$ cat src/cfps_pkg.sv
// Shared types and constants for the dual-sum command frame parser.
`default_nettype none

package cfps_pkg;

    // Header bytes
    localparam logic [7:0] HEAD_FIRST  = 8'hAA;
    localparam logic [7:0] HEAD_SECOND = 8'hFF;

    // Frame ids
    localparam logic [7:0] ID_MOVE  = 8'h01;
    localparam logic [7:0] ID_PHOTO = 8'h02;
    localparam logic [7:0] ID_SHOOT = 8'h03;

    // Command kinds on the result channel
    localparam logic [1:0] KIND_MOVE  = 2'd0;
    localparam logic [1:0] KIND_PHOTO = 2'd1;
    localparam logic [1:0] KIND_SHOOT = 2'd2;

    // Only frame bytes 4..13 are ever decoded; those are kept as a window.
    localparam int WIN_BASE  = 4;
    localparam int WIN_BYTES = 10;

    typedef logic [WIN_BYTES-1:0][7:0] win_t;

    typedef enum logic [2:0] {
        PH_HEAD1   = 3'd0,
        PH_HEAD2   = 3'd1,
        PH_ID      = 3'd2,
        PH_LEN     = 3'd3,
        PH_PAYLOAD = 3'd4,
        PH_CHECK1  = 3'd5,
        PH_CHECK2  = 3'd6
    } phase_t;

    // Completed frame with good sums and a known id
    typedef struct packed {
        logic       fire;
        logic [1:0] kind;
    } event_t;

endpackage

`default_nettype wire

$ cat src/cfps_parser.sv
// Byte-level frame parser: phase FSM, dual running sums and decode window.
`default_nettype none

module cfps_parser #(
    parameter int MAX_PAYLOAD = 14
) (
    input  wire logic           clk,
    input  wire logic           rst_n,
    input  wire logic           in_valid,
    output logic                in_stall,
    input  wire logic [7:0]     rx_byte,
    input  wire logic           hold,
    output cfps_pkg::event_t    evt,
    output cfps_pkg::win_t      win_next
);

    localparam int LEN_W = $clog2(MAX_PAYLOAD + 1);
    localparam int OFF_W = $clog2(MAX_PAYLOAD + 2);

    cfps_pkg::phase_t    phase_reg, phase_next;
    logic [LEN_W-1:0]    len_reg, len_next;
    logic [LEN_W-1:0]    idx_reg, idx_next;
    logic [7:0]          sum_reg, sum_next;
    logic [7:0]          sos_reg, sos_next;
    logic [7:0]          id_reg, id_next;
    logic                sum1_ok_reg, sum1_ok_next;
    cfps_pkg::win_t      win_reg;

    logic                accept;
    logic                wr_en;
    logic [OFF_W-1:0]    wr_off;
    logic [7:0]          add_sum;
    logic [7:0]          add_sos;
    logic                id_known;

    // Only a closing check byte can produce a result, so only it waits.
    assign in_stall = hold && (phase_reg == cfps_pkg::PH_CHECK2);
    assign accept   = in_valid && !in_stall;

    assign add_sum  = sum_reg + rx_byte;
    assign add_sos  = sos_reg + add_sum;
    assign id_known = (id_reg == cfps_pkg::ID_MOVE) || (id_reg == cfps_pkg::ID_PHOTO)
                   || (id_reg == cfps_pkg::ID_SHOOT);

    always_ff @(posedge clk or negedge rst_n)
    begin
        if (!rst_n)
        begin
            phase_reg <= cfps_pkg::PH_HEAD1;
        end
        else
        begin
            phase_reg <= phase_next;
        end
    end

    always_comb
    begin
        phase_next   = phase_reg;
        len_next     = len_reg;
        idx_next     = idx_reg;
        sum_next     = sum_reg;
        sos_next     = sos_reg;
        id_next      = id_reg;
        sum1_ok_next = sum1_ok_reg;
        wr_en        = 1'b0;
        wr_off       = '0;
        evt.fire     = 1'b0;
        evt.kind     = cfps_pkg::KIND_MOVE;

        if (id_reg == cfps_pkg::ID_PHOTO)
        begin
            evt.kind = cfps_pkg::KIND_PHOTO;
        end
        else if (id_reg == cfps_pkg::ID_SHOOT)
        begin
            evt.kind = cfps_pkg::KIND_SHOOT;
        end

        if (accept)
        begin
            case (phase_reg)
                cfps_pkg::PH_HEAD1:
                begin
                    if (rx_byte == cfps_pkg::HEAD_FIRST)
                    begin
                        // sums restart: both hold the first header byte
                        sum_next   = rx_byte;
                        sos_next   = rx_byte;
                        phase_next = cfps_pkg::PH_HEAD2;
                    end
                end
                cfps_pkg::PH_HEAD2:
                begin
                    if (rx_byte == cfps_pkg::HEAD_SECOND)
                    begin
                        sum_next   = add_sum;
                        sos_next   = add_sos;
                        phase_next = cfps_pkg::PH_ID;
                    end
                    else
                    begin
                        phase_next = cfps_pkg::PH_HEAD1;
                    end
                end
                cfps_pkg::PH_ID:
                begin
                    id_next    = rx_byte;
                    sum_next   = add_sum;
                    sos_next   = add_sos;
                    phase_next = cfps_pkg::PH_LEN;
                end
                cfps_pkg::PH_LEN:
                begin
                    if (rx_byte <= 8'(MAX_PAYLOAD))
                    begin
                        len_next   = rx_byte[LEN_W-1:0];
                        idx_next   = '0;
                        sum_next   = add_sum;
                        sos_next   = add_sos;
                        phase_next = cfps_pkg::PH_PAYLOAD;
                    end
                    else
                    begin
                        phase_next = cfps_pkg::PH_HEAD1;
                    end
                end
                cfps_pkg::PH_PAYLOAD:
                begin
                    if (len_reg != '0)
                    begin
                        wr_en    = 1'b1;
                        wr_off   = OFF_W'(idx_reg);
                        sum_next = add_sum;
                        sos_next = add_sos;
                        if (({1'b0, idx_reg} + 1'b1) >= {1'b0, len_reg})
                        begin
                            idx_next   = '0;
                            phase_next = cfps_pkg::PH_CHECK1;
                        end
                        else
                        begin
                            idx_next = idx_reg + 1'b1;
                        end
                    end
                    else
                    begin
                        // zero-length frame is dropped
                        phase_next = cfps_pkg::PH_HEAD1;
                    end
                end
                cfps_pkg::PH_CHECK1:
                begin
                    wr_en        = 1'b1;
                    wr_off       = OFF_W'(len_reg);
                    sum1_ok_next = (sum_reg == rx_byte);
                    phase_next   = cfps_pkg::PH_CHECK2;
                end
                cfps_pkg::PH_CHECK2:
                begin
                    wr_en      = 1'b1;
                    wr_off     = OFF_W'(len_reg) + 1'b1;
                    evt.fire   = sum1_ok_reg && (sos_reg == rx_byte) && id_known;
                    phase_next = cfps_pkg::PH_HEAD1;
                end
                default:
                begin
                    phase_next = cfps_pkg::PH_HEAD1;
                end
            endcase
        end
    end

    // Window after this beat's write; check bytes of a short frame land here too.
    always_comb
    begin
        for (int k = 0; k < cfps_pkg::WIN_BYTES; k++)
        begin
            win_next[k] = (wr_en && (wr_off == OFF_W'(k))) ? rx_byte : win_reg[k];
        end
    end

    always_ff @(posedge clk or negedge rst_n)
    begin
        if (!rst_n)
        begin
            len_reg     <= '0;
            idx_reg     <= '0;
            sum_reg     <= '0;
            sos_reg     <= '0;
            id_reg      <= '0;
            sum1_ok_reg <= 1'b0;
            win_reg     <= '0;
        end
        else
        begin
            len_reg     <= len_next;
            idx_reg     <= idx_next;
            sum_reg     <= sum_next;
            sos_reg     <= sos_next;
            id_reg      <= id_next;
            sum1_ok_reg <= sum1_ok_next;
            win_reg     <= win_next;
        end
    end

    // A zero-length frame sits in the payload phase with index and length both zero.
    a_idx_in_range: assert property (@(posedge clk) disable iff (!rst_n)
        ((phase_reg == cfps_pkg::PH_PAYLOAD) && (len_reg != '0)) |-> (idx_reg < len_reg))
        else $error("payload index past length");

    a_len_bound: assert property (@(posedge clk) disable iff (!rst_n)
        (len_reg <= LEN_W'(MAX_PAYLOAD)))
        else $error("stored length above limit");

    a_sum_restart: assert property (@(posedge clk) disable iff (!rst_n)
        (accept && (phase_reg == cfps_pkg::PH_HEAD1) && (rx_byte == cfps_pkg::HEAD_FIRST))
        |=> ((sum_reg == cfps_pkg::HEAD_FIRST) && (sos_reg == cfps_pkg::HEAD_FIRST)))
        else $error("sums not restarted on header");

endmodule

`default_nettype wire

$ cat src/cfps_result.sv
// Result register: formats the decoded command and holds it for the output beat.
`default_nettype none

module cfps_result (
    input  wire logic              clk,
    input  wire logic              rst_n,
    input  wire cfps_pkg::event_t  evt,
    input  wire cfps_pkg::win_t    win_next,
    output logic                   hold,
    output logic                   out_valid,
    input  wire logic              out_stall,
    output logic [1:0]             command_kind,
    output logic signed [15:0]     move_x,
    output logic signed [15:0]     move_y,
    output logic signed [15:0]     rotate_speed,
    output logic signed [15:0]     yaw_angle,
    output logic signed [15:0]     pitch_angle,
    output logic [7:0]             photo_count,
    output logic [7:0]             shoot_count,
    output logic [15:0]            shoot_speed
);

    logic        valid_reg, valid_next;
    logic [1:0]  kind_reg;
    logic [15:0] mx_reg, my_reg, rot_reg, yaw_reg, pit_reg, spd_reg;
    logic [7:0]  pcnt_reg, scnt_reg;
    logic        is_move, is_photo, is_shoot;

    assign is_move  = (evt.kind == cfps_pkg::KIND_MOVE);
    assign is_photo = (evt.kind == cfps_pkg::KIND_PHOTO);
    assign is_shoot = (evt.kind == cfps_pkg::KIND_SHOOT);

    assign hold       = valid_reg && out_stall;
    assign valid_next = evt.fire || hold;

    always_ff @(posedge clk or negedge rst_n)
    begin
        if (!rst_n)
        begin
            valid_reg <= 1'b0;
        end
        else
        begin
            valid_reg <= valid_next;
        end
    end

    // Little-endian words; fields of other kinds read as zero.
    always_ff @(posedge clk)
    begin
        if (evt.fire)
        begin
            kind_reg <= evt.kind;
            mx_reg   <= is_move  ? {win_next[1], win_next[0]} : 16'h0000;
            my_reg   <= is_move  ? {win_next[3], win_next[2]} : 16'h0000;
            rot_reg  <= is_move  ? {win_next[5], win_next[4]} : 16'h0000;
            yaw_reg  <= is_move  ? {win_next[7], win_next[6]} : 16'h0000;
            pit_reg  <= is_move  ? {win_next[9], win_next[8]} : 16'h0000;
            pcnt_reg <= is_photo ? win_next[0] : 8'h00;
            scnt_reg <= is_shoot ? win_next[0] : 8'h00;
            spd_reg  <= is_shoot ? {win_next[3], win_next[2]} : 16'h0000;
        end
    end

    assign out_valid    = valid_reg;
    assign command_kind = kind_reg;
    assign move_x       = signed'(mx_reg);
    assign move_y       = signed'(my_reg);
    assign rotate_speed = signed'(rot_reg);
    assign yaw_angle    = signed'(yaw_reg);
    assign pitch_angle  = signed'(pit_reg);
    assign photo_count  = pcnt_reg;
    assign shoot_count  = scnt_reg;
    assign shoot_speed  = spd_reg;

    a_no_overwrite: assert property (@(posedge clk) disable iff (!rst_n)
        hold |-> !evt.fire)
        else $error("new result while previous one is stalled");

    a_kind_code: assert property (@(posedge clk) disable iff (!rst_n)
        out_valid |-> ((command_kind == cfps_pkg::KIND_MOVE)
                    || (command_kind == cfps_pkg::KIND_PHOTO)
                    || (command_kind == cfps_pkg::KIND_SHOOT)))
        else $error("undefined command kind");

    a_move_zero: assert property (@(posedge clk) disable iff (!rst_n)
        (out_valid && (command_kind != cfps_pkg::KIND_MOVE))
        |-> ((move_x == 16'sd0) && (pitch_angle == 16'sd0)))
        else $error("move fields set on non-move command");

endmodule

`default_nettype wire

$ cat src/command_frame_parser_dual_sum_top.sv
// Top level of the dual-sum checked serial frame parser.
//
//  channel | signals                        | beat
//  --------+--------------------------------+------------------------------------------
//  in      | in_valid, in_stall, rx_byte    | one received serial byte
//  out     | out_valid, out_stall, command_kind, move_x, move_y, rotate_speed,
//          | yaw_angle, pitch_angle, photo_count, shoot_count, shoot_speed
//          |                                | one decoded command (zero or one per in beat)
//
// Cycles: one input beat per clock unless stalled; the parser state updates at the accepting
//   edge and the decoded command appears in the result register on the following cycle.
// Reset: async, active low; parser returns to header hunt, sums, length, index, id and
//   the decode window (frame bytes 4..13) clear to zero at once.
// Stalls: out_stall holds the result register; only the closing check byte of a frame
//   is stalled then (in_stall), all other bytes keep flowing.
`default_nettype none

module command_frame_parser_dual_sum_top #(
    parameter int MAX_PAYLOAD = 14
) (
    input  wire logic          clk,
    input  wire logic          rst_n,
    input  wire logic          in_valid,
    output logic               in_stall,
    input  wire logic [7:0]    rx_byte,
    output logic               out_valid,
    input  wire logic          out_stall,
    output logic [1:0]         command_kind,
    output logic signed [15:0] move_x,
    output logic signed [15:0] move_y,
    output logic signed [15:0] rotate_speed,
    output logic signed [15:0] yaw_angle,
    output logic signed [15:0] pitch_angle,
    output logic [7:0]         photo_count,
    output logic [7:0]         shoot_count,
    output logic [15:0]        shoot_speed
);

    cfps_pkg::event_t evt;
    cfps_pkg::win_t   win_next;
    logic             hold;

    // Phase FSM, dual sums and the decode window
    cfps_parser #(
        .MAX_PAYLOAD(MAX_PAYLOAD)
    ) u_parser (
        .clk      (clk),
        .rst_n    (rst_n),
        .in_valid (in_valid),
        .in_stall (in_stall),
        .rx_byte  (rx_byte),
        .hold     (hold),
        .evt      (evt),
        .win_next (win_next)
    );

    // Field formatting and output register
    cfps_result u_result (
        .clk          (clk),
        .rst_n        (rst_n),
        .evt          (evt),
        .win_next     (win_next),
        .hold         (hold),
        .out_valid    (out_valid),
        .out_stall    (out_stall),
        .command_kind (command_kind),
        .move_x       (move_x),
        .move_y       (move_y),
        .rotate_speed (rotate_speed),
        .yaw_angle    (yaw_angle),
        .pitch_angle  (pitch_angle),
        .photo_count  (photo_count),
        .shoot_count  (shoot_count),
        .shoot_speed  (shoot_speed)
    );

endmodule

`default_nettype wire

$ cat config.mk
export PLATFORM = sky130hd
export DESIGN_NAME = command_frame_parser_dual_sum_top
export DESIGN_NICKNAME = d
export VERILOG_FILES = /design/src/cfps_pkg.sv /design/src/cfps_parser.sv /design/src/cfps_result.sv /design/src/command_frame_parser_dual_sum_top.sv
export SDC_FILE = /design/constraint.sdc
export NUM_CORES = 1
export LEC_CHECK = 0
export BUFFER_PORTS_ARGS = -buffer_cell sky130_fd_sc_hd__buf_2
export CORE_MARGIN = 5
export CORE_UTILIZATION = 48
export DETAILED_ROUTE_END_ITERATION = 12
export GPL_TIMING_DRIVEN = 1
export PLACE_DENSITY = 0.82
export SLEW_MARGIN = 25
export SYNTH_ARGS = -nofsm -noshare
export SYNTH_HDL_FRONTEND = slang
export SYNTH_SLANG_ARGS = --single-unit
$ cat constraint.sdc
create_clock -name clk -period 13.06 [get_ports clk]
set_input_delay 1.306 -clock clk [delete_from_list [all_inputs] [get_ports clk]]
set_output_delay 1.306 -clock clk [all_outputs]
set_load 0.02 [all_outputs]
### Word level (Yosys, flattened, before mapping)

Index checks and enable logic that the tools add are counted.

| word-level totals | value |
|---|---|
| bits of input ports | 12 |
| memories | 0 |
| ROM bits | 0 |
| bits in writable memories | 0 |
| bits in registers | 231 |
| latch bits | 0 |

| cells by class | value |
|---|---|
| bitwise operators | 0 |
| mux-type cells | 39 |
| shifts and indexed selects | 0 |
| $mul | 0 |
| $add $sub $neg | 5 |
| reductions and logical operators | 32 |
| divide/modulo/power cells | 0 |
| $lt $le $gt $ge | 2 |
| equal/unequal tests | 29 |

Operators by type and width:

| operator | number |
|---|---|
| $mux W8 | 17 |
| $pmux W8 S5 | 2 |
| $mux W4 | 5 |
| $pmux W3 S6 | 1 |
| $add A8 B8 Y8 | 2 |
| $eq A4 B3 Y1 const B | 4 |
| $eq A8 B2 Y1 const B | 2 |
| $eq A8 B8 Y1 | 2 |
| $eq A8 B8 Y1 const B | 2 |
| $logic_and A1 B1 Y1 | 15 |
| $mux W3 | 4 |
| $pmux W4 S3 | 1 |
| $eq A3 B3 Y1 const B | 3 |
| $add A4 B1 Y4 const B | 2 |
| $eq A4 B2 Y1 const B | 2 |
| $eq A4 B4 Y1 const B | 2 |
| $eq A8 B1 Y1 const B | 1 |
| $le A8 B4 Y1 const B | 1 |
| $ne A2 B1 Y1 const B | 4 |
| $pmux W4 S2 | 1 |
| $eq A3 B2 Y1 const B | 2 |
| $mux W2 | 3 |
| $reduce_and A3 Y1 | 2 |
| $reduce_and A6 Y1 | 1 |
| other kinds (20) | 26 |

### Longest topological paths before layout

Gate-level depths: netlist (run 1).

| logic depth | value |
|---|---|
| depth in word-level cells | 8 |
| mapped depth | 14 |

### By module

From an unflattened synthesis (run 1), not the netlist that was laid out.

| unflattened totals | value |
|---|---|
| cells, all modules | 739 |
| area, all modules | 10876.7 µm² |

By module, submodules not included:

| module | instances | cells an instance | area an instance (µm²) |
|---|---|---|---|
| cfps_parser | 1 | 486 | 5903.2 |
| cfps_result | 1 | 253 | 4973.5 |

### Worst setup path before layout (run 1)

OpenSTA, ideal clock, no wires.

| timing | value |
|---|---|
| path kind | input -> register |
| start | in rx_byte[0] |
| end | reg u_result.kind_reg[0] (netlist: u_result.command_kind[0]), enable pin |
| cell stages on the path | 4 |
| path slack | -0.707 ns |
| data required time | 12.191 ns |
| buffers on the path | 1 |
| arrival | 12.898 ns |
| cell sequence | clkbuf_1 xor2_1 or4_1 nor4_1 |

RTL lines:

| item | RTL line | text |
|---|---|---|
| start: declaration | command_frame_parser_dual_sum_top.sv:25 | `input wire logic [7:0] rx_byte,` |
| end signal: assignment | cfps_result.sv:53 | `kind_reg <= evt.kind;` |
| end: declaration | cfps_result.sv:24 | `logic [1:0] kind_reg;` |

### Final worst setup path (run 1)

| timing | value |
|---|---|
| start | in rx_byte[0] |
| end | reg u_parser.sos_reg[7] |

| between the ends | value |
|---|---|
| cells in the longest elaborated chain, start to end | 4 |
| elaborated cells on any way between the ends | 13 |

Ends and longest elaborated chain:

| item | RTL line | text |
|---|---|---|
| $add A8 B8 Y8 | cfps_parser.sv:40 | `assign add_sum = sum_reg + rx_byte;` |
| $add A8 B8 Y8 | cfps_parser.sv:41 | `assign add_sos = sos_reg + add_sum;` |
| $mux W8, on equally long branches | cfps_parser.sv:130, cfps_parser.sv:95, cfps_parser.sv:115 |  |
| $pmux W8 S5 | cfps_parser.sv:82 | `case (phase_reg)` |
| end signal: assignment | cfps_parser.sv:200 | `sos_reg <= sos_next;` |
| end: declaration | cfps_parser.sv:24 | `logic [7:0] sos_reg, sos_next;` |

Parallel ways exist; a longest one is shown, timed or not. The select of a mux whose other input is x is not followed.
A chain may end at the register's enable or synchronous reset.

==> summary.md, run 1 <==
| Metric | Value |
|---|---|
| Outcome | `complete, no violations` |
| # resized after CTS | `0` |
| Post-route standard cell area excluding fillers | `approximately 12,000 um^2` |
| Post-synth ARST share | `0.506` |
| Number of cells on the worst reg-to-reg path | `9` |
| Synthesized flop and latch total | `between 200 and 250` |
| Maximum fanout along the worst path | `18` |
| End of the worst hold path | `u_parser.win_reg[32]` |
| Rel. slew slack | `0.352` |
| Cell types with the largest area share after synthesis | `edfxtp_1 (34%), dfrtp_1 (29%), mux2_2 (7.8%)` |
| Post-synth top cells | `dfrtp_1 (117), edfxtp_1 (114), mux2_2 (69)` |
| # nets final | `between 900 and 1,000` |
| Footprint of the multi-input gates | `~3400 um^2` |
| Source of the worst hold timing path | `u_parser.win_reg[32]` |
| Global-route wire length before repair | `between 30,000 and 40,000 um` |
| Clock Root Buffer | `clkbuf_16` |
| Die Footprint | `between 20,000 and 25,000 um^2` |
| Total global-route track usage | `0.180` |
| Via count | `roughly 6,300` |
| Sinks on Clock Net | `between 200 and 250` |
| Top routing layer in use | `met4` |
| Maximum buffer depth of the clock tree | `3` |
| Fraction of the yosys area taken by sequential cells | `0.636` |
| Cell Area, Synth | `around 10000 um^2` |
| Final Routed Wirelength | `21,400 um` |
| Share of layout cells above drive strength 1 | `0.282` |
| Initial core utilization | `0.490` |
| Instance area after placement | `10,900 um^2` |
| Boundary Pins | `~130` |
| Endpoints failing setup | `0` |
| Count of different cell masters after synthesis | `slightly below 60` |
| Max FFs per register | `80` |
| Maximum level of the CTS H-tree | `1` |
| Pin count of the biggest net entering global routing | `72` |
| Number of antenna violations at the first check in global routing | `0` |
| Final critical-path required period | `a little under 4 ns` |
| Number of setup buffers added after CTS | `0` |
| Detail Route Antenna Nets | `0` |
| Routed wl met3 | `roughly 1300 um` |
| Maximum VDD drop | `approximately 0.12 mV` |
| Post-detailed-route via-to-cell ratio | `5.44` |
| Number of global-route vias before repair | `about 6,400` |
| IO buf count | `around 130` |
| Width of the die | `about 150 um` |
| Measured slew at the worst slew-check pin | `roughly 0.97 ns` |
| Routability cong. | `~0.84` |
| PD cells | `164 nW/um^2` |
| Hold buffer count at cts | `0` |
| Leakage power | `5.85 nW` |
| Setup slack on the worst flop-to-flop path | `between 9 and 10 ns` |
| Crit end category | `flop` |
| Number of design rule violations left after detail routing | `0` |
| CP required | `around 13 ns` |
| Leading cell type by number of instances after synthesis | `dfrtp_1` |
| Standard cell core area | `20,400 um^2` |
| RR Endpoint | `u_result.rotate_speed[6]` |
| Portion of synthesized cell area occupied by the leading cell type | `0.343` |
| Setup repair after global routing missed its margin | `false` |
| Critical path data arrival time | `about 4.3 ns` |
| Avg Inst Size Synth | `between 10 and 15 um^2` |
| Startpoint of the most critical register-to-register path | `u_parser.len_reg[0]` |
| Number of DRC markers in iteration 0 | `approximately 420` |
| Clock input transition at the sequential cells of the worst setup and hold paths | `approximately 0.06 ns` |
| Wirelength per Cell | `roughly 18 um` |
| Final count of hold timing violations | `0` |
| Latest clock arrival within the worst-skew pair | `0.51 ns` |
| Detailed placement HPWL | `roughly 14,000 um` |
| Detailed-routing iteration count for the pre-antenna-repair pass | `6` |
| Routed wire length on met2 | `a little over 10,000 um` |
| Fillcell total | `between 1,500 and 2,000` |
| Diodes inserted | `0` |
| Cells after synthesis | `~750` |
| Most used DFF post-synth | `dfrtp_1` |
| Clock Skews | `~0.0093 ns` |
| Post-Syn Nets | `between 700 and 800` |
| Largest area contributor in the synthesized netlist | `edfxtp_1` |
| YS warnings | `0` |
| Type of the most critical hold path | `reg -> reg` |
| Detailed-routing wirelength on met1 | `9220 um` |
| Max-cap violation count | `0` |
| Number of clock buffers inserted by TritonCTS | `25` |
| Clock tree from TritonCTS | `done` |
| Floorplan die height | `approximately 150 um` |
| Row cnt | `52` |
| Aggregate global routing overflow | `0` |
| Count of flip-flops with a built-in enable after synthesis | `114` |
| Element type at the critical path start | `primary input` |
| FF+latch area | `about 6400 um^2` |
| Worst Hold Path Cells | `1` |
| Upper clock frequency limit | `253 MHz` |
| Sum Neg Setup Slack | `0 ns` |
| Fraction of the cycle the final worst path needs | `0.303` |
| Number of pins with negative max-slew slack in the final report | `0` |
| Synthesis-to-layout area growth | `16.9%` |
| Worst setup path category | `in -> reg` |
[critical path, cell delays in order]
cell	delay, ns
buf_2	0.25
ha_1	0.30
fa_1	0.40
a21o_1	0.18
a21oi_1	0.22
xnor2_1	0.17
ha_1	0.30
nand3_1	0.11
o211ai_1	0.11
o41ai_1	0.34
xnor3_1	0.30
o32a_1	0.33
[cell families after synthesis]
family | count (synthesis) | share of synthesized area
AOI/OAI and AO/OA | 100 | 0.0630
xor gates and xnor gates | 25 | 0.0233
adders and majority gates | 24 | 0.0316
buffers and inverters | 68 | 0.0263
DFF | 231 | 0.636
muxes | 89 | 0.0979
and+or+nand+nor | 215 | 0.122
[how the worst max path moves through the flow]
stage                                    end                 from  slack (ns)
floorplan           u_result.command_kind[0]           rx_byte[0]        4.15
global placement         u_parser.sos_reg[7]           rx_byte[0]        8.71
detailed placement       u_parser.sos_reg[7]           rx_byte[0]        8.64
CTS                  u_result.shoot_speed[0]  u_parser.len_reg[0]        9.07
global route             u_parser.sos_reg[7]           rx_byte[0]        9.02
finish                   u_parser.sos_reg[7]           rx_byte[0]        9.11
[per-stage QoR]
stage,hold WS [ns],cells,setup WS (ns),power (mW),util
after floorplan,0.453,752,4.15,1.17,-
after global placement,0.470,1114,8.71,1.24,0.533
after detailed placement,0.474,1114,8.64,1.25,0.533
after CTS,0.487,1158,9.07,1.92,0.572
after global routing,0.504,1159,9.02,2.01,0.573
final,0.490,1159,9.11,1.91,0.573
[power breakdown]
group          total (mW)  switching (mW)  internal (mW)
clock network       0.668           0.270          0.398
registers           0.846          0.0404          0.806
logic               0.398           0.227          0.172
total                1.91           0.537           1.38
[cell type report]
| class | count | area share |
|---|---|---|
| Sequential cell | 231 | 0.544 |
| Multi-Input combinational cell | 453 | 0.291 |
| Clock buffer | 32 | 0.0602 |
| Timing Repair Buffer | 133 | 0.0586 |
| Tap cell | 270 | 0.0290 |
| Inverter | 28 | 0.00901 |
| Clock inverter | 12 | 0.00815 |
[routing by layer]
metal	vias to the layer above	GRT usage
met1	3126	0.247
met2	204	0.297
met4	0	0.0484
li1	2928	-
met5	-	0
met3	45	0.0335
[placed cells by master (no fill, tap or decap), types with 5 or more instances in the layout]
master,n
nor2_1,58
nand3_1,15
nor2b_1,50
inv_1,28
clkinv_1,6
nand4_1,5
mux2i_1,20
o31ai_1,5
nor3_1,6
a21o_1,6
mux2_2,69
o211ai_1,5
edfxtp_1,114
a21oi_1,36
ha_1,22
buf_4,7
nor3b_1,5
dfrtp_1,117
xnor2_1,15
and2b_1,8
xor2_1,9
buf_2,126
clkbuf_16,25
nand2_1,36
clkbuf_8,5
o21ai_0,26
Note: power is estimated with default switching activity, not from simulation.
==> inputs of run 2 (changes only) <==
clock period = 3.55 ns   (was 13.06 ns; I/O delays follow)
==> run 2 against run 1 <==
Net effect:
- flip-flop and latch count unchanged
- clock-buffer cell count increased by 4
- via count increased by 1.3%
- power increased to 3.8 times the previous value
- utilization increased by 0.92 points
- global-route usage decreased by 0.16 points
- final cell count increased by 1.4%
- first-iteration DRC count decreased by 0.48%
- worst hold slack got worse by 0.40 ns
==> summary.md, run 2 (synthesized netlist as in run 1, its figures left out) <==
| Metric | Value |
|---|---|
| Setup repair after global routing missed its margin | `false (unchanged)` |
| Number of setup buffers added after CTS | `0 (unchanged)` |
| Initial core utilization | `0.490 (unchanged)` |
| Net load switching power | `1.98 mW (was 537 uW)` |
| Detailed placement HPWL | `13,900 um (was 13,700 um)` |
| Worst setup path category | `reg -> reg (was in -> reg)` |
| Maximum level of the CTS H-tree | `1 (unchanged)` |
| Boundary Pins | `128 (unchanged)` |
| Routability cong. | `0.902 (was 0.839)` |
| Clock tree from TritonCTS | `done (unchanged)` |
| Width of the die | `154 um (unchanged)` |
| Synthesis-to-layout area growth | `18.7% (was 16.9%)` |
| Sinks on Clock Net | `231 (unchanged)` |
| Final count of hold timing violations | `0 (unchanged)` |
| Leakage power | `5.94 nW (was 5.85 nW)` |
| Latest clock arrival within the worst-skew pair | `0.50 ns (was 0.51 ns)` |
| Part of the total power dissipated in sequential elements | `0.429 (was 0.442)` |
| # resized after CTS | `0 (unchanged)` |
| Post-detailed-route via-to-cell ratio | `5.43 (was 5.44)` |
| Detail Route Antenna Nets | `0 (unchanged)` |
| Maximum buffer depth of the clock tree | `3 (unchanged)` |
| Number of global-route vias before repair | `6,449 (was 6,433)` |
| # nets final | `923 (was 908)` |
| Maximum VDD drop | `0.444 mV (was 0.117 mV)` |
| Crit end category | `flop (unchanged)` |
| Element type at the critical path start | `flop (was primary input)` |
| Via count | `6,382 (was 6,303)` |
| Die Footprint | `23,800 um^2 (unchanged)` |
| Outcome | `complete, no violations (unchanged)` |
| Max-cap violation count | `0 (unchanged)` |
| Most frequent standard cell in the layout excluding fill and tap cells | `buf_2 (unchanged)` |
| Diodes inserted | `0 (unchanged)` |
| CP required | `3.76 ns (was 13.45 ns)` |
| Global-route wire length before repair | `34,600 um (was 34,700 um)` |
| Final instance count without filler cells | `1,175 (was 1,159)` |
| Combinational Power Share | `0.212 (was 0.208)` |
| Proportion of power drawn by the clock network | `0.358 (was 0.349)` |
| Post-route setup slack | `0.262 ns (was 9.11 ns)` |
| Row cnt | `52 (unchanged)` |
| Post-route core utilization | `0.582 (was 0.573)` |
| Wirelength per Cell | `18.2 um (was 18.4 um)` |
| Maximum fanout along the worst path | `11 (was 18)` |
| Number of antenna violations at the first check in global routing | `0 (unchanged)` |
| Rel. slew slack | `0.388 (was 0.352)` |
| Final Routed Wirelength | `21,400 um (about the same)` |
| Critical path data arrival time | `3.49 ns (was 4.34 ns)` |
| Fraction of the cycle the final worst path needs | `0.926` |
| Clock input transition at the sequential cells of the worst setup and hold paths | `0.06 ns (about the same)` |
| Share of layout cells above drive strength 1 | `0.292 (was 0.282)` |
| Number of clock buffers inserted by TritonCTS | `24 (was 25)` |
| Upper clock frequency limit | `between 300 and 400 MHz` |
| Internal portion of total power | `5.24 mW (was 1.38 mW)` |
| Endpoints failing setup | `0 (unchanged)` |
| Number of DRC markers in iteration 0 | `414 (was 416)` |
| Aggregate global routing overflow | `0 (unchanged)` |
| Hold buffer count at cts | `1 (was 0)` |
| Type of the most critical hold path | `in -> reg (was reg -> reg)` |
| Crit path from | `u_parser.len_reg[0] (was rx_byte[0])` |
| Detailed-routing iteration count for the pre-antenna-repair pass | `5 (was 6)` |
| Net switching fraction of the power | `0.274 (was 0.281)` |
| Clock Skews | `0.0126 ns (was 0.00931 ns)` |
| Source of the worst hold timing path | `out_stall (was u_parser.win_reg[32])` |
| Sum Neg Setup Slack | `0 ns (unchanged)` |
| PD cells | `609 nW/um^2 (was 164 nW/um^2)` |
| Commonest non-fill, non-tap cells in the layout | `buf_2 (126), dfrtp_1 (117), edfxtp_1 (114), mux2_2 (69), nor2_1 (58) (unchanged)` |
| Post-layout power | `7.21 mW (was 1.91 mW)` |
| Number of design rule violations left after detail routing | `0 (unchanged)` |
| Floorplan die height | `154 um (unchanged)` |
| Startpoint of the most critical register-to-register path | `u_parser.len_reg[0] (unchanged)` |
| Post-placement worst setup slack | `0.296 ns (was 8.64 ns)` |
| Measured slew at the worst slew-check pin | `0.915 ns (was 0.972 ns)` |
| Standard cell core area | `20,400 um^2 (unchanged)` |
| Pin count of the biggest net entering global routing | `93 (was 72)` |
| Clock Root Buffer | `clkbuf_16 (unchanged)` |
| Max FFs per register | `80 (unchanged)` |
| Number of pins with negative max-slew slack in the final report | `0 (unchanged)` |
| Final critical-path required period | `between 3 and 4 ns` |
| IO buf count | `127 (unchanged)` |
| Inst Count DP | `1,130 (was 1,114)` |
| Total global-route track usage | `0.178 (was 0.180)` |
==> run 2: cell count changes in the layout (fill, tap and decap cells not counted) <==
| cell | delta |
|---|---|
| buf_4 | +12 |
| clkbuf_1 | +8 |
| clkinv_1 | -5 |
| clkbuf_8 | -4 |
| buf_12 | +3 |
| bufinv_16 | +3 |
| clkinv_8 | -1 |
| clkinvlp_4 | -1 |
| dlygate4sd3_1 | +1 |
| or4_1 | -1 |
| or4_4 | +1 |
==> run 2: path summary, 6_finish.rpt <==
kind / endpoint / cells past startpoint / slack (ns)
max: u_result.shoot_speed[4] / 9 / 0.26
max in group asynchronous: u_parser.len_reg[3] / 3 / 2.46
min reg2reg: u_parser.win_reg[35] / 1 / 0.49
min in group asynchronous: u_parser.win_reg[58] / 2 / 0.28
max reg2reg: u_result.shoot_speed[4] / 9 / 0.26
min: u_result.out_valid / 2 / 0.09
==> run 2: layer usage <==
metal	up-vias	GRT usage	part of all wire
li1	2941	-	-
met1	3226	0.250	0.43
met2	191	0.298	0.49
met3	24	0.0332	0.061
met4	0	0.0303	0.013
met5	-	0	0
==> run 2: power groups by stage <==
| stage | clock [mW] | sequential, mW | combinational (mW) |
|---|---|---|---|
| after global placement | 0 | 3.14 | 1.48 |
| after detailed placement | 0 | 3.15 | 1.52 |
| after global routing | 2.74 | 3.12 | 1.73 |
| after floorplan | 0 | 3.10 | 1.21 |
| after CTS | 2.63 | 3.10 | 1.54 |
| final | 2.58 | 3.10 | 1.53 |
==> run 2: final cells by class <==
class                   instances  area (um^2)
inverters                      28          105
repair buffers                149          843
clock buffers                  36          677
clock inverters                 8          143
flip-flops and latches        231         6350
well taps                     270          338
fillers                      1560         8510
multi-input cells             453         3400
==> run 2: worst max-delay path: stages (launching register included) <==
cell	delay [ns]
dfrtp_1	0.44
inv_1	0.08
ha_1	0.15
or3b_1	0.43
and2_0	0.30
a221oi_2	0.31
buf_4	0.25
nand4b_1	0.50
mux2i_1	0.42
nor2_1	0.10
==> run 2: stage by stage <==
stage | area, um^2 | hold slack [ns]
6_report | 11900 | 0.0938
5_1_grt | 11900 | 0.104
4_1_cts | 11900 | 0.0731
3_5_place_dp | 11000 | 0.272
3_3_place_gp | 11000 | 0.273
2_1_floorplan | 10000 | 0.0594
==> inputs of run 3 (changes only) <==
CORE_UTILIZATION = 34   (was 48)
PLACE_DENSITY = 0.64   (was 0.82)
TNS_END_PERCENT = 1   (was default)
==> run 3 against run 2 <==
Net effect:
- sequential share of layout area down 0.64 points
- utilization down 17 points
- non-clock buffer count up 3
- worst setup slack better by 0.10 ns
- critical endpoint is now u_result.pitch_angle[12]
- largest cell class unchanged
- largest power group unchanged
==> summary.md, run 3 (synthesized netlist as in run 1, its figures left out) <==
| Metric | Value |
|---|---|
| Net load switching power | `2.01 mW (was 1.98 mW)` |
| Synthesis-to-layout area growth | `20.2% (was 18.7%)` |
| Part of the total power dissipated in sequential elements | `0.437 (was 0.429)` |
| CP required | `3.81 ns (was 3.76 ns)` |
| Sinks on Clock Net | `231 (unchanged)` |
| Number of global-route vias before repair | `6,355 (was 6,449)` |
| Critical path's largest stage delay | `0.53 ns (was 0.50 ns)` |
| Total global-route track usage | `0.136 (was 0.178)` |
| Share of layout cells above drive strength 1 | `0.299 (was 0.292)` |
| Via count | `6,273 (was 6,382)` |
| Final critical-path required period | `3.19 ns (was 3.29 ns)` |
| Type of the most critical hold path | `in -> reg (unchanged)` |
| Clock input transition at the sequential cells of the worst setup and hold paths | `0.06 ns (about the same)` |
| Detailed-routing iteration count for the pre-antenna-repair pass | `4 (was 5)` |
| Critical path data arrival time | `3.45 ns (was 3.49 ns)` |
| Buf+Inv Stages, Crit Path | `2 (unchanged)` |
| Endpoints failing setup | `0 (unchanged)` |
| Critical-path cell list | `inv_1, ha_1, or3b_1, and2_0, a221o_1, nor4b_4, buf_4, mux2_2, and2b_1 (was inv_1, ha_1, or3b_1, and2_0, a221oi_2, buf_4, nand4b_1, mux2i_1, nor2_1)` |
| Outcome | `complete, no violations (unchanged)` |
| Row cnt | `62 (was 52)` |
| Detailed placement HPWL | `14,700 um (was 13,900 um)` |
| PD cells | `591 nW/um^2 (was 609 nW/um^2)` |
| Clock tree from TritonCTS | `done (unchanged)` |
| Routability cong. | `0.839 (was 0.902)` |
| Max FFs per register | `80 (unchanged)` |
| Boundary Pins | `128 (unchanged)` |
| Combinational Power Share | `0.212 (about the same)` |
| Net switching fraction of the power | `0.283 (was 0.274)` |
| Post-route standard cell area excluding fillers | `12,000 um^2 (was 11,900 um^2)` |
| Latest clock arrival within the worst-skew pair | `0.51 ns (was 0.50 ns)` |
| Global-route wire length before repair | `36,400 um (was 34,600 um)` |
| Standard cell core area | `28,900 um^2 (was 20,400 um^2)` |
| Maximum VDD drop | `0.282 mV (was 0.444 mV)` |
| Number of pins with negative max-slew slack in the final report | `0 (unchanged)` |
| Kind of cell with the highest combined delay on the critical path | `simple AND/OR/NAND/NOR gates (unchanged)` |
| Number of design rule violations left after detail routing | `0 (unchanged)` |
| Die Footprint | `32,900 um^2 (was 23,800 um^2)` |
| Fillcell total | `2,723 (was 1,560)` |
| Upper clock frequency limit | `314 MHz (was 304 MHz)` |
| Width of the die | `181 um (was 154 um)` |
| Number of setup buffers added after CTS | `0 (unchanged)` |
| Commonest non-fill, non-tap cells in the layout | `buf_2 (126), dfrtp_1 (117), edfxtp_1 (114), mux2_2 (69), nor2_1 (58) (unchanged)` |
| Rel. slew slack | `0.484 (was 0.388)` |
| Crit end category | `flop (unchanged)` |
| Element type at the critical path start | `flop (unchanged)` |
| Number of antenna violations at the first check in global routing | `0 (unchanged)` |
| Clock Skews | `0.0116 ns (was 0.0126 ns)` |
| Floorplan die height | `181 um (was 154 um)` |
| Maximum level of the CTS H-tree | `1 (unchanged)` |
| IO buf count | `127 (unchanged)` |
| Maximum fanout along the worst path | `8 (was 11)` |
| Post-layout power | `7.09 mW (was 7.21 mW)` |
| Worst setup path category | `reg -> reg (unchanged)` |
| Diodes inserted | `0 (unchanged)` |
| Final count of hold timing violations | `0 (unchanged)` |
| Inst Count DP | `1,247 (was 1,130)` |
| Leakage power | `5.94 nW (about the same)` |
| Number of clock buffers inserted by TritonCTS | `24 (unchanged)` |
| Most frequent standard cell in the layout excluding fill and tap cells | `buf_2 (unchanged)` |
| Wirelength per Cell | `17.6 um (was 18.2 um)` |
| Pin count of the biggest net entering global routing | `65 (was 93)` |
| Internal portion of total power | `5.09 mW (was 5.24 mW)` |
| Number of DRC markers in iteration 0 | `421 (was 414)` |
| Cell with the biggest individual delay on the critical path | `a221o_1 (was nand4b_1)` |
| Measured slew at the worst slew-check pin | `0.763 ns (was 0.915 ns)` |
| Instance area after placement | `11,200 um^2 (was 11,000 um^2)` |
| Clock Root Buffer | `clkbuf_16 (unchanged)` |
| Post-detailed-route via-to-cell ratio | `4.86 (was 5.43)` |
| Proportion of power drawn by the clock network | `0.351 (was 0.358)` |
| Fraction of the cycle the final worst path needs | `0.897 (was 0.926)` |
| Final Routed Wirelength | `22,700 um (was 21,400 um)` |
| Detail Route Antenna Nets | `0 (unchanged)` |
| # nets final | `926 (was 923)` |
| Maximum buffer depth of the clock tree | `3 (unchanged)` |
| # resized after CTS | `0 (unchanged)` |
| Setup repair after global routing missed its margin | `false (unchanged)` |
| Aggregate global routing overflow | `0 (unchanged)` |
| Initial core utilization | `0.346 (was 0.490)` |
| Final instance count without filler cells | `1,291 (was 1,175)` |
| Max-cap violation count | `0 (unchanged)` |
-- run 3: worst paths after layout --
kind	slack, ns	cells past startpoint	end	start
max reg2reg	0.36	9	u_result.pitch_angle[12]	u_parser.len_reg[0]
min in group asynchronous	0.45	2	u_parser.win_reg[60]	rst_n
min	0.09	2	u_result.out_valid	out_stall
min reg2reg	0.49	2	u_parser.sum_reg[5]	u_parser.sum_reg[5]
max	0.36	9	u_result.pitch_angle[12]	u_parser.len_reg[0]
max in group asynchronous	2.26	3	u_parser.idx_reg[2]	rst_n
-- run 3: timing repair --
action	in CTS	in global routing
hold endpoints to repair	53	0
setup endpoints to repair	0	0
hold buffers	1	0
-- run 3: layer usage --
metal	vias up	routed length [um]	GRT usage
met5	-	0	0
met4	0	300	0.0213
met3	22	1240	0.0275
met2	166	10200	0.210
met1	3129	10900	0.202
li1	2956	-	-
-- run 3: cell type report --
cell class	instances	area, um^2	area share
Sequential cell	231	6350	0.529
Multi-Input combinational cell	453	3400	0.283
Timing Repair Buffer	152	878	0.0732
Clock inverter	13	121	0.0101
Clock buffer	30	664	0.0554
Inverter	28	105	0.00876
Tap cell	384	480	0.0401
-- run 3: power by group through the flow --
| stage | clock [mW] | sequential, mW | combinational (mW) |
|---|---|---|---|
| after floorplan | 0 | 3.10 | 1.21 |
| after global placement | 0 | 3.15 | 1.49 |
| after detailed placement | 0 | 3.16 | 1.51 |
| after CTS | 2.55 | 3.10 | 1.52 |
| after global routing | 2.66 | 3.13 | 1.71 |
| final | 2.49 | 3.10 | 1.50 |
-- run 3: metrics by stage --
| step | setup WS (ns) | utilization | hold WS [ns] | TNS, ns |
|---|---|---|---|---|
| 4_1_cts | 0.356 | 0.416 | 0.0720 | 0 |
| 3_3_place_gp | 0.345 | 0.388 | 0.469 | 0 |
| 3_5_place_dp | 0.318 | 0.388 | 0.478 | 0 |
| 6_report | 0.364 | 0.416 | 0.0889 | 0 |
| 2_1_floorplan | -1.84 | - | 0.0594 | -211.74 |
| 5_1_grt | 0.155 | 0.416 | 0.0821 | 0 |
-- run 3: worst reg2reg max path, stage by stage (launching register included) --
cell and delay (ns):
dfrtp_1 0.44, inv_1 0.08, ha_1 0.16, or3b_1 0.44, and2_0 0.29, a221o_1 0.53
nor4b_4 0.25, buf_4 0.23, mux2_2 0.37, and2b_1 0.15
